$ cat src/sv/lcs_pkg.sv
// ============================================================================
// lcs_pkg
// Shared types and constants of the LCS length engine.
// ============================================================================
package lcs_pkg;

    localparam int SYM_W = 8;
    localparam int LEN_W = 7;
    localparam logic [LEN_W-1:0] LEN_LIMIT = 7'd127;
    localparam logic FUNC_FIRST  = 1'b0;
    localparam logic FUNC_SECOND = 1'b1;

    // controller to datapath
    typedef struct packed {
        logic accept;    // input item taken
        logic row_clear; // row counter to zero
        logic row_init;  // open a row, read column zero
        logic cell_en;   // compute one cell
        logic row_next;  // advance row counter
        logic finish;    // load result, clear counts
    } lcs_cmd_t;

    // datapath to controller
    typedef struct packed {
        logic empty;    // a string is empty
        logic last_col; // cell in work is the last of its row
        logic last_row; // row in work is the last
        logic res_busy; // result register still full
    } lcs_sts_t;

endpackage

$ cat src/sv/lcs_ram.sv
// ============================================================================
// lcs_ram
// Generic simple dual-port RAM, one write and one registered read port.
// ============================================================================
module lcs_ram #(
    parameter int WIDTH = 8,
    parameter int DEPTH = 64
) (
    input  logic                                   aclk,
    input  logic                                   we,
    input  logic [(DEPTH > 1 ? $clog2(DEPTH) : 1)-1:0] waddr,
    input  logic [WIDTH-1:0]                       wdata,
    input  logic [(DEPTH > 1 ? $clog2(DEPTH) : 1)-1:0] raddr,
    output logic [WIDTH-1:0]                       rdata
);

    logic [WIDTH-1:0] mem [DEPTH];
    logic [WIDTH-1:0] rdata_reg;

    always_ff @(posedge aclk) begin
        if (we) begin
            mem[waddr] <= wdata;
        end
        rdata_reg <= mem[raddr];
    end

    assign rdata = rdata_reg;

endmodule

$ cat src/sv/lcs_dp.sv
// ============================================================================
// lcs_dp
// Datapath: string stores, DP row memory, cell update and result register.
// ============================================================================
module lcs_dp
    import lcs_pkg::*;
#(
    parameter int MAX_LEN = 64
) (
    input  logic             aclk,
    input  logic             aresetn,
    input  lcs_cmd_t         cmd,
    output lcs_sts_t         sts,
    input  logic [SYM_W-1:0] s_tdata,
    input  logic             s_tuser,
    input  logic             m_tready,
    output logic             m_tvalid,
    output logic [7:0]       m_tdata,
    output logic             m_tuser
);

    localparam int AW = (MAX_LEN > 1) ? $clog2(MAX_LEN) : 1;
    localparam int CW = $clog2(MAX_LEN + 1);
    localparam int SW = (CW > LEN_W) ? CW : LEN_W;

    logic [CW-1:0]    first_count_reg, second_count_reg;
    logic             ovf_reg;
    logic [AW-1:0]    i_reg, j_reg, col_reg;
    logic [CW-1:0]    left_reg, diag_reg;
    logic [LEN_W-1:0] res_len_reg;
    logic             res_ovf_reg, res_valid_reg;

    logic [SYM_W-1:0] first_rdata, second_rdata;
    logic [CW-1:0]    dp_rdata;
    logic             first_we, second_we, first_full, second_full;
    logic [AW-1:0]    col_raddr;
    logic [CW-1:0]    up, best, cand, cur_val;
    logic [SW-1:0]    len_ext;
    logic [LEN_W-1:0] len_sat;

    assign first_full  = (first_count_reg >= CW'(MAX_LEN));
    assign second_full = (second_count_reg >= CW'(MAX_LEN));
    assign first_we    = cmd.accept && (s_tuser == FUNC_FIRST) && !first_full;
    assign second_we   = cmd.accept && (s_tuser == FUNC_SECOND) && !second_full;
    assign col_raddr   = cmd.row_init ? '0 : j_reg;

    lcs_ram #(.WIDTH(SYM_W), .DEPTH(MAX_LEN)) u_first (
        .aclk  (aclk),
        .we    (first_we),
        .waddr (first_count_reg[AW-1:0]),
        .wdata (s_tdata),
        .raddr (i_reg),
        .rdata (first_rdata)
    );

    lcs_ram #(.WIDTH(SYM_W), .DEPTH(MAX_LEN)) u_second (
        .aclk  (aclk),
        .we    (second_we),
        .waddr (second_count_reg[AW-1:0]),
        .wdata (s_tdata),
        .raddr (col_raddr),
        .rdata (second_rdata)
    );

    lcs_ram #(.WIDTH(CW), .DEPTH(MAX_LEN)) u_row (
        .aclk  (aclk),
        .we    (cmd.cell_en),
        .waddr (col_reg),
        .wdata (cur_val),
        .raddr (col_raddr),
        .rdata (dp_rdata)
    );

    // first row sees an all-zero row above it
    always_comb begin
        up      = (i_reg == '0) ? '0 : dp_rdata;
        best    = (up > left_reg) ? up : left_reg;
        cand    = diag_reg + ((first_rdata == second_rdata) ? CW'(1) : CW'(0));
        cur_val = (cand > best) ? cand : best;
    end

    always_comb begin
        len_ext = SW'(left_reg);
        if (sts.empty) begin
            len_sat = '0;
        end else if (len_ext > SW'(LEN_LIMIT)) begin
            len_sat = LEN_LIMIT;
        end else begin
            len_sat = len_ext[LEN_W-1:0];
        end
    end

    always_ff @(posedge aclk) begin
        if (!aresetn) begin
            first_count_reg  <= '0;
            second_count_reg <= '0;
            ovf_reg          <= 1'b0;
            res_valid_reg    <= 1'b0;
        end else begin
            if (first_we) begin
                first_count_reg <= first_count_reg + CW'(1);
            end
            if (second_we) begin
                second_count_reg <= second_count_reg + CW'(1);
            end
            if (cmd.accept && ((s_tuser == FUNC_FIRST) ? first_full : second_full)) begin
                ovf_reg <= 1'b1;
            end
            if (m_tready && res_valid_reg) begin
                res_valid_reg <= 1'b0;
            end
            if (cmd.finish) begin
                res_valid_reg    <= 1'b1;
                first_count_reg  <= '0;
                second_count_reg <= '0;
                ovf_reg          <= 1'b0;
            end
        end
    end

    always_ff @(posedge aclk) begin
        if (cmd.row_clear) begin
            i_reg <= '0;
        end else if (cmd.row_next) begin
            i_reg <= i_reg + AW'(1);
        end
        if (cmd.row_init) begin
            j_reg    <= AW'(1);
            col_reg  <= '0;
            left_reg <= '0;
            diag_reg <= '0;
        end else if (cmd.cell_en) begin
            j_reg    <= j_reg + AW'(1);
            col_reg  <= col_reg + AW'(1);
            left_reg <= cur_val;
            diag_reg <= up;
        end
        if (cmd.finish) begin
            res_len_reg <= len_sat;
            res_ovf_reg <= ovf_reg;
        end
    end

    assign sts.empty    = (first_count_reg == '0) || (second_count_reg == '0);
    assign sts.last_col = ((CW'(col_reg) + CW'(1)) == second_count_reg);
    assign sts.last_row = ((CW'(i_reg) + CW'(1)) == first_count_reg);
    assign sts.res_busy = res_valid_reg;

    assign m_tvalid = res_valid_reg;
    assign m_tdata  = {1'b0, res_len_reg};
    assign m_tuser  = res_ovf_reg;

endmodule

$ cat src/sv/lcs_ctrl.sv
// ============================================================================
// lcs_ctrl
// Controller: string loading, row and cell sequencing, result hand-off.
// ============================================================================
module lcs_ctrl
    import lcs_pkg::*;
(
    input  logic     aclk,
    input  logic     aresetn,
    input  logic     s_tvalid,
    input  logic     s_tlast,
    output logic     s_tready,
    output lcs_cmd_t cmd,
    input  lcs_sts_t sts
);

    typedef enum logic [2:0] {
        ST_LOAD,
        ST_START,
        ST_ROW_START,
        ST_ROW,
        ST_FINISH
    } state_t;

    state_t state_reg, state_next;
    logic   s_tready_reg;

    always_comb begin
        state_next    = state_reg;
        cmd           = '0;
        cmd.accept    = s_tvalid && s_tready_reg;
        case (state_reg)
            ST_LOAD: begin
                if (cmd.accept && s_tlast) begin
                    state_next = ST_START;
                end
            end
            ST_START: begin
                cmd.row_clear = 1'b1;
                state_next    = sts.empty ? ST_FINISH : ST_ROW_START;
            end
            ST_ROW_START: begin
                cmd.row_init = 1'b1;
                state_next   = ST_ROW;
            end
            ST_ROW: begin
                cmd.cell_en = 1'b1;
                if (sts.last_col) begin
                    if (sts.last_row) begin
                        state_next = ST_FINISH;
                    end else begin
                        cmd.row_next = 1'b1;
                        state_next   = ST_ROW_START;
                    end
                end
            end
            ST_FINISH: begin
                if (!sts.res_busy) begin
                    cmd.finish = 1'b1;
                    state_next = ST_LOAD;
                end
            end
            default: begin
                state_next = ST_LOAD;
            end
        endcase
    end

    always_ff @(posedge aclk) begin
        if (!aresetn) begin
            state_reg    <= ST_LOAD;
            s_tready_reg <= 1'b0;
        end else begin
            state_reg    <= state_next;
            s_tready_reg <= (state_next == ST_LOAD);
        end
    end

    assign s_tready = s_tready_reg;

    a_finish_free: assert property (@(posedge aclk) disable iff (!aresetn)
        cmd.finish |-> !sts.res_busy)
        else $error("result overwritten while still held");

    a_ready_load: assert property (@(posedge aclk) disable iff (!aresetn)
        s_tready_reg |-> (state_reg == ST_LOAD) && !cmd.cell_en)
        else $error("input ready outside load");

    a_row_wrap: assert property (@(posedge aclk) disable iff (!aresetn)
        (state_reg == ST_ROW) && sts.last_col && !sts.last_row |=>
            (state_reg == ST_ROW_START))
        else $error("row end did not open next row");

endmodule

$ cat src/sv/lcs_length.sv
// ============================================================================
// lcs_length
// Longest common subsequence length of two byte strings.
// ============================================================================
//  channel | dir | tdata        | tuser          | tlast
//  s_      | in  | symbol [7:0] | func           | last symbol of pair
//  m_      | out | lcs_len[6:0] | overflow       | -
//
//  Loading takes one item per cycle. After the last item the table fill
//  runs one cell per cycle within a row through the DP row RAM, with a
//  row-opening step before each row; skipped if either string is empty.
//  Input is not ready during the fill; the result register holds one
//  result, so loading of the next pair overlaps a stalled output.
//  Synchronous active-low reset; the string stores need no clearing.
module lcs_length
    import lcs_pkg::*;
#(
    parameter int MAX_LEN = 64
) (
    input  logic       aclk,
    input  logic       aresetn,
    input  logic       s_tvalid,
    output logic       s_tready,
    input  logic [7:0] s_tdata,  // [7:0] symbol
    input  logic       s_tuser,  // [0] func
    input  logic       s_tlast,
    output logic       m_tvalid,
    input  logic       m_tready,
    output logic [7:0] m_tdata,  // [6:0] lcs_len, [7] zero
    output logic       m_tuser   // [0] overflow
);

    lcs_cmd_t cmd;
    lcs_sts_t sts;

    lcs_ctrl u_ctrl (
        .aclk     (aclk),
        .aresetn  (aresetn),
        .s_tvalid (s_tvalid),
        .s_tlast  (s_tlast),
        .s_tready (s_tready),
        .cmd      (cmd),
        .sts      (sts)
    );

    lcs_dp #(.MAX_LEN(MAX_LEN)) u_dp (
        .aclk     (aclk),
        .aresetn  (aresetn),
        .cmd      (cmd),
        .sts      (sts),
        .s_tdata  (s_tdata),
        .s_tuser  (s_tuser),
        .m_tready (m_tready),
        .m_tvalid (m_tvalid),
        .m_tdata  (m_tdata),
        .m_tuser  (m_tuser)
    );

endmodule

$ cat config.mk
export PLATFORM = sky130hd
export DESIGN_NAME = lcs_length
export DESIGN_NICKNAME = d
export VERILOG_FILES = /design/src/sv/lcs_pkg.sv /design/src/sv/lcs_ram.sv /design/src/sv/lcs_dp.sv /design/src/sv/lcs_ctrl.sv /design/src/sv/lcs_length.sv
export SDC_FILE = /design/constraint.sdc
export NUM_CORES = 2
export LEC_CHECK = 0
export CAP_MARGIN = 40
export CORE_MARGIN = 2
export CORE_UTILIZATION = 30
export DETAILED_ROUTE_END_ITERATION = 8
export DONT_BUFFER_PORTS = 1
export MAX_ROUTING_LAYER = met4
export PLACE_DENSITY = 0.43
export SLEW_MARGIN = 10
export SYNTH_ARGS = -nofsm -noshare
export SYNTH_HDL_FRONTEND = slang
export SYNTH_SLANG_ARGS = --single-unit
$ cat constraint.sdc
create_clock -name aclk -period 9.3 [get_ports aclk]
set_input_delay 1.395 -clock aclk [delete_from_list [all_inputs] [get_ports aclk]]
set_output_delay 1.395 -clock aclk [all_outputs]
set_load 0.005 [all_outputs]
# Yosys cells after proc, flatten, opt, wreduce, memory -nomap -nowiden
# Memory sizes are Yosys's and may differ from the RTL's. A register that Yosys moved wholly into a read port is not among the register bits.
# Cells that the tools add are included.
# totals
register_bits	60
ramBits	1472
in_bits	14
out_inout_bits	11
elab_cells	84
n_memories	3
# memory_table
name	words	width	rd	rd_ports_with_merged_regs	wr	line	rtl
u_dp.u_first.mem	64	8	1	1	1	lcs_ram.sv:17	logic [WIDTH-1:0] mem [DEPTH];
u_dp.u_second.mem	64	8	1	1	1	lcs_ram.sv:17	
u_dp.u_row.mem	64	7	1	1	1	lcs_ram.sv:17	
# classes
add_sub_neg	8
magnitude_cmp	5
n_eq_ne	7
mux	28
bitwise_logic	2
reduce_logical	18
# op_table
cell	n
two-way mux 7 bit	4
adder 6 x 1 -> 6 bit, second input constant	3
two-way mux 1 bit	16
two-way mux 3 bit	5
case mux 3 bit (5 select lines)	1
adder 6 x 1 -> 7 bit, second input constant	2
adder 7 x 1 -> 7 bit, second input constant	2
equality test 7 bit	2
>= comparator 7 bit, second input constant	2
greater-than comparator 7 bit	2
zero test 7 bit	2
equality test 8 bit	1
logical AND 1 bit	8
adder 7 bit	1
greater-than comparator 7 bit, second input constant	1
equality test 3 x 2 -> 1 bit, second input constant	2
zero test 3 bit	2
zero test 6 bit	1
two-way mux 6 bit	1
equality test 3 x 1 -> 1 bit, second input constant	1
equality test 3 bit, second input constant	1
zero test 1 bit	2
two-way mux 2 bit	1
inverter 1 bit	2
other kinds (3)	3

# Depth between registers and ports, before layout
# depth
ltp_word	7
depth_mapped	22
mapped_depth_nobuf	18

# By module
# Synthesis repeated with hierarchy kept, for this count alone.
# hier_totals
cells_unflattened	3132
hier_area_um2	61675.4
# modules_own_cells
mod	instances	cells_per_inst	area_each_um2	seq_area_each_um2
lcs_ram at u_dp.u_first ...	2	940	20166.8	15534.9
lcs_ram at u_dp.u_row	1	827	17635.7	13593.0
lcs_dp	1	395	3444.6	1201.2
lcs_ctrl	1	30	261.5	80.1

# Worst setup path after synthesis
# No wires, ideal clock.
# synth_timing
path_kind	reg-to-reg
from	register u_dp.i_reg[0]
to	memory u_dp.u_row.mem[0][2] (netlist name), data pin
setup_time_ns	0.549
t_arrival_ns	5.984
required_ns	8.751
path_slack_ns	2.767
path_stages_with_launch	22
n_path_buf	4
period_less_slack_ns	6.533
path_cell_list	dfxtp_1 clkbuf_1 buf_6 inv_1 ha_1 nand2_1 and2_1 ha_1 a21o_1 a21oi_1 nor2b_1 o31a_1 clkbuf_1 mux2i_1 ha_1 a21o_1 a21oi_1 nor2b_1 o31ai_1 clkbuf_1 nor2_1 a21oi_1
# synth_via
elab_chain_len	6
# synth_lines
element	line	rtl
start: declaration	lcs_dp.sv:28	logic [AW-1:0] i_reg, j_reg, col_reg;
start signal: assignment	lcs_dp.sv:125	i_reg <= i_reg + AW'(1);
zero test 6 bit (*)	lcs_dp.sv:76	up = (i_reg == '0) ? '0 : dp_rdata;
two-way mux 7 bit (*)	lcs_dp.sv:76	
named net u_dp.up[4]	lcs_dp.sv:37	logic [CW-1:0] up, best, cand, cur_val;
greater-than comparator 7 bit	lcs_dp.sv:77	best = (up > left_reg) ? up : left_reg;
two-way mux 7 bit (*)	lcs_dp.sv:77	
greater-than comparator 7 bit	lcs_dp.sv:79	cur_val = (cand > best) ? cand : best;
two-way mux 7 bit (*)	lcs_dp.sv:79	
named net u_dp.cur_val[2]	lcs_dp.sv:37	
end: declaration	lcs_ram.sv:17	
# The timed path passes the listed nets; every way through them passes the cells marked *.

# Worst setup path in the final report
# layout_timing
from	register u_dp.i_reg[2]
to	memory u_dp.u_row.mem[61][0] (netlist name), data pin
# Same word-level chain as after synthesis.

==> metrics.md <==
| Metric | Value |
|---|---|
| Switching power | `2.98 mW` |
| Cell Count Post-Placement | `6460` |
| Launch point of the worst reg-to-reg path | `u_dp.i_reg[2]` |
| Total Wirelength | `177 mm` |
| CP max-delay cell | `a21oi_4` |
| Type of origin of the critical path | `register` |
| WHS Path Cells | `1` |
| Cell area after synthesis | `62600 µm²` |
| R2R setup slack | `3.27 ns` |
| First-pass GRT wire length | `257 mm` |
| CTS Hold Bufs | `0` |
| #FFs+latches synth | `1555` |
| Initial drt markers | `3055` |
| Max_slew headroom | `40.6%` |
| Antenna violations before repair | `2` |
| EDFF count, synth | `1480` |
| Most used DFF post-synth | `edfxtp_1` |
| Tcrit/Tclk final | `64.8%` |
| Mean Syn Cell Area | `16.4 µm²` |
| Outcome | `finished clean` |
| CP endpoint kind | `register` |
| Hold EP | `u_dp.left_reg[6]` |
| Worst skew pair latency | `0.82 ns` |
| Post-Syn Nets | `3864` |
| Tot GR Track Use | `17.0%` |
| Number of synthesis warnings | `0` |
| Longest Clk Path Bufs | `3` |
| Utilization after layout | `34.6%` |
| Post-synth ARST share | `0%` |
| Router iterations before antenna repair | `5` |
| Reg power frac | `52.8%` |
| Final Skew | `0.0298 ns` |
| CORE AREA | `207000 µm²` |
| HPWL after detailed placement | `104 mm` |
| Crit-path cells | `buf_4 -> nor4_1 -> nand2_1 -> and2_1 -> ha_1 -> nor2b_1 -> o21ai_0 -> a21oi_1 -> o31a_1 -> mux2i_1 -> ha_1 -> a21o_1 -> a21oi_1 -> nor2b_1 -> o31ai_4 -> buf_4 -> nor2_1 -> a21oi_4 -> buf_4` |
| P_leak | `20.9 nW` |
| Combinational power share | `1.1%` |
| Resize count post-CTS | `0` |
| Area Growth Syn to Fin | `14.5%` |
| Syn Inst Count | `3826` |
| Vias in the first global route | `34500` |
| Final nets | `3888` |
| Worst VDD drop | `0.137 mV` |
| TNS Setup | `0 ns` |
| Leading area contributor after synthesis | `edfxtp_1` |
| Top delay family on crit path | `compound AO/OA/AOI/OAI gates` |
| Slew @ Worst Pin | `0.889 ns` |
| Die width | `461 µm` |
| Wire per inst | `26.1 µm` |
| Maxcap violations | `0` |
| Clock root cell | `clkbuf_16` |
| Routed Antenna Nets | `0` |
| Fillers | `19800` |
| Hold Path Origin | `u_dp.left_reg[6]` |
| Tot Pwr | `14.5 mW` |
| Max incr delay on CP | `0.59 ns` |
| CP Data Required Time | `9.88 ns` |
| WP data arrival | `6.61 ns` |
| Postcts setup bufs | `0` |
| Largest regs | `u_dp.u_first.mem: 512 flops, u_dp.u_second.mem: 512 flops, u_dp.u_row.mem: 448 flops` |
| FF-to-FF path depth | `19` |
| # IOs | `25` |
| Sw frac | `20.6%` |
| Port bufs | `0` |
| Synth cell types | `60` |
| Crit path buffers/inverters | `3` |
| Reg-to-reg endpoint | `u_dp.u_row.mem[61][0]` |
| Final non-filler cell total | `6782` |
| Fmax | `166 MHz` |
| Most frequent cell after synthesis | `edfxtp_1` |
| Fraction of layout cells with a size suffix above 1 | `18.2%` |
| Yosys top cell area share | `70.9%` |
| PnR worst setup slack | `3.27 ns` |
| RSZ-0062 raised after global routing | `false` |
| Clock power share | `46.1%` |
| Total CTS buffers | `173` |
| # setup viols final | `0` |
| Hold_ws | `0.482 ns` |
| Vias per Instance | `5.10` |
| Final hold viol count | `0` |
| Max H-tree Level | `4` |
| WS Path Type | `reg2reg` |
| Initial Util | `30.2%` |
| Vias | `34600` |
| Top post-synthesis cells by area | `edfxtp_1 (71%), mux4_2 (6.0%), mux2_2 (3.0%), dfxtp_1 (2.4%), a21oi_1 (2.1%)` |
| Commonest cells post-synth | `edfxtp_1 (1480), nor2_1 (301), a21oi_1 (267), o21ai_0 (246), clkbuf_1 (218)` |
| Final Cell Area | `71700 µm²` |
| Placed cell areas | `66200 µm²` |
| Hold WC Path Type | `reg2reg` |
| Fin crit period | `6.03 ns` |
| PwrDens | `202 nW/µm²` |
| Fin. max-slew vios | `0` |
| Max FO, Critical Path | `40` |
| Largest net degree at the start of global routing | `129` |
| Seq/Total Area, Yosys | `73.3%` |
| Die Span Y | `461 µm` |
| GP Congestion | `0.786` |
| Count of clock tree sinks | `1555` |
| Reg clk slew, reported paths | `0.06 ns` |
| Internal power | `11.5 mW` |
| Most frequent CP cell | `buf_4` |
| Pre-CTS WS | `3.22 ns` |
| DR DRC count | `0` |
| Die area | `212000 µm²` |
| Remaining Overflow, GRT | `0` |
| Row count | `167` |
| TritonCTS clock tree | `built` |
-- how the worst max path moves through the flow --
stage                   from                    end  slack (ns)  depth (start not counted)
2_1_floorplan  u_dp.i_reg[0]   u_dp.u_row.mem[0][2]        2.77                         21
3_3_place_gp   u_dp.i_reg[2]  u_dp.u_row.mem[14][3]        3.09                         19
3_5_place_dp   u_dp.i_reg[2]  u_dp.u_row.mem[43][1]        3.22                         19
4_1_cts        u_dp.i_reg[2]  u_dp.u_row.mem[46][1]        3.17                         19
5_1_grt        u_dp.i_reg[2]  u_dp.u_row.mem[47][0]        2.80                         19
6_report       u_dp.i_reg[2]  u_dp.u_row.mem[61][0]        3.27                         19
-- placed cells by master, fill, tap and decap left out, types with 6 or more instances in the layout --
master / count
a21oi_4: 6
nor3_1: 74
o311ai_1: 15
bufinv_16: 11
a21oi_1: 261
xnor2_1: 23
dfxtp_1: 69
o221ai_1: 60
o21ai_0: 245
xor2_1: 13
clkinv_2: 20
nand4_1: 23
or3_1: 6
nand2_1: 63
mux2_2: 165
ha_1: 24
a211oi_1: 78
nor2b_1: 58
clkbuf_1: 52
and2_1: 10
o211ai_1: 45
buf_4: 113
mux4_2: 168
clkbuf_16: 175
nand2b_1: 6
nor2_1: 299
mux2i_1: 38
o21ai_1: 7
a2bb2oi_1: 126
clkinv_1: 38
a22o_1: 8
o32ai_1: 45
inv_1: 23
edfxtp_1: 1480
nand3_1: 31
-- cell type report --
type | instances | area [µm²] | area share (%)
clock inverter | 88 | 881 | 1.23
inverter | 23 | 86.3 | 0.120
clock buffer | 228 | 4590 | 6.39
multi-input combinational | 1967 | 15600 | 21.7
sequential | 1555 | 46000 | 64.1
tap | 2788 | 3490 | 4.86
antenna | 3 | 7.51 | 0.0105
timing repair buffer | 130 | 1130 | 1.58
-- power by group through the flow --
stage / clock, mW / sequential (mW) / combinational (mW)
floorplan: 0 / 7.79 / 0.108
global placement: 0 / 7.79 / 0.160
detailed placement: 0 / 7.79 / 0.161
CTS: 6.85 / 7.64 / 0.162
global route: 7.11 / 7.64 / 0.171
finish: 6.67 / 7.64 / 0.159
-- per-layer routing --
metal  part of all wire, %  wire [µm]  up-vias  track usage [%]
li1                      -          -    15400                -
met1                    46      82100    18100             23.6
met2                    47      83300      827             26.2
met3                   4.4       7710      223             2.54
met4                   2.2       3810        0             4.43
met5                     0          0        -                -
-- cells by family after synthesis --
kind of cell | share of synthesized area (%)
DFF | 73.3
buffers and inverters | 1.99
muxes | 9.61
adders and majority gates | 0.479
AOI/OAI and AO/OA | 9.53
xor gates and xnor gates | 0.503
other | 0.00599
and+or+nand+nor | 4.54
(Power assumes the default switching activity.)
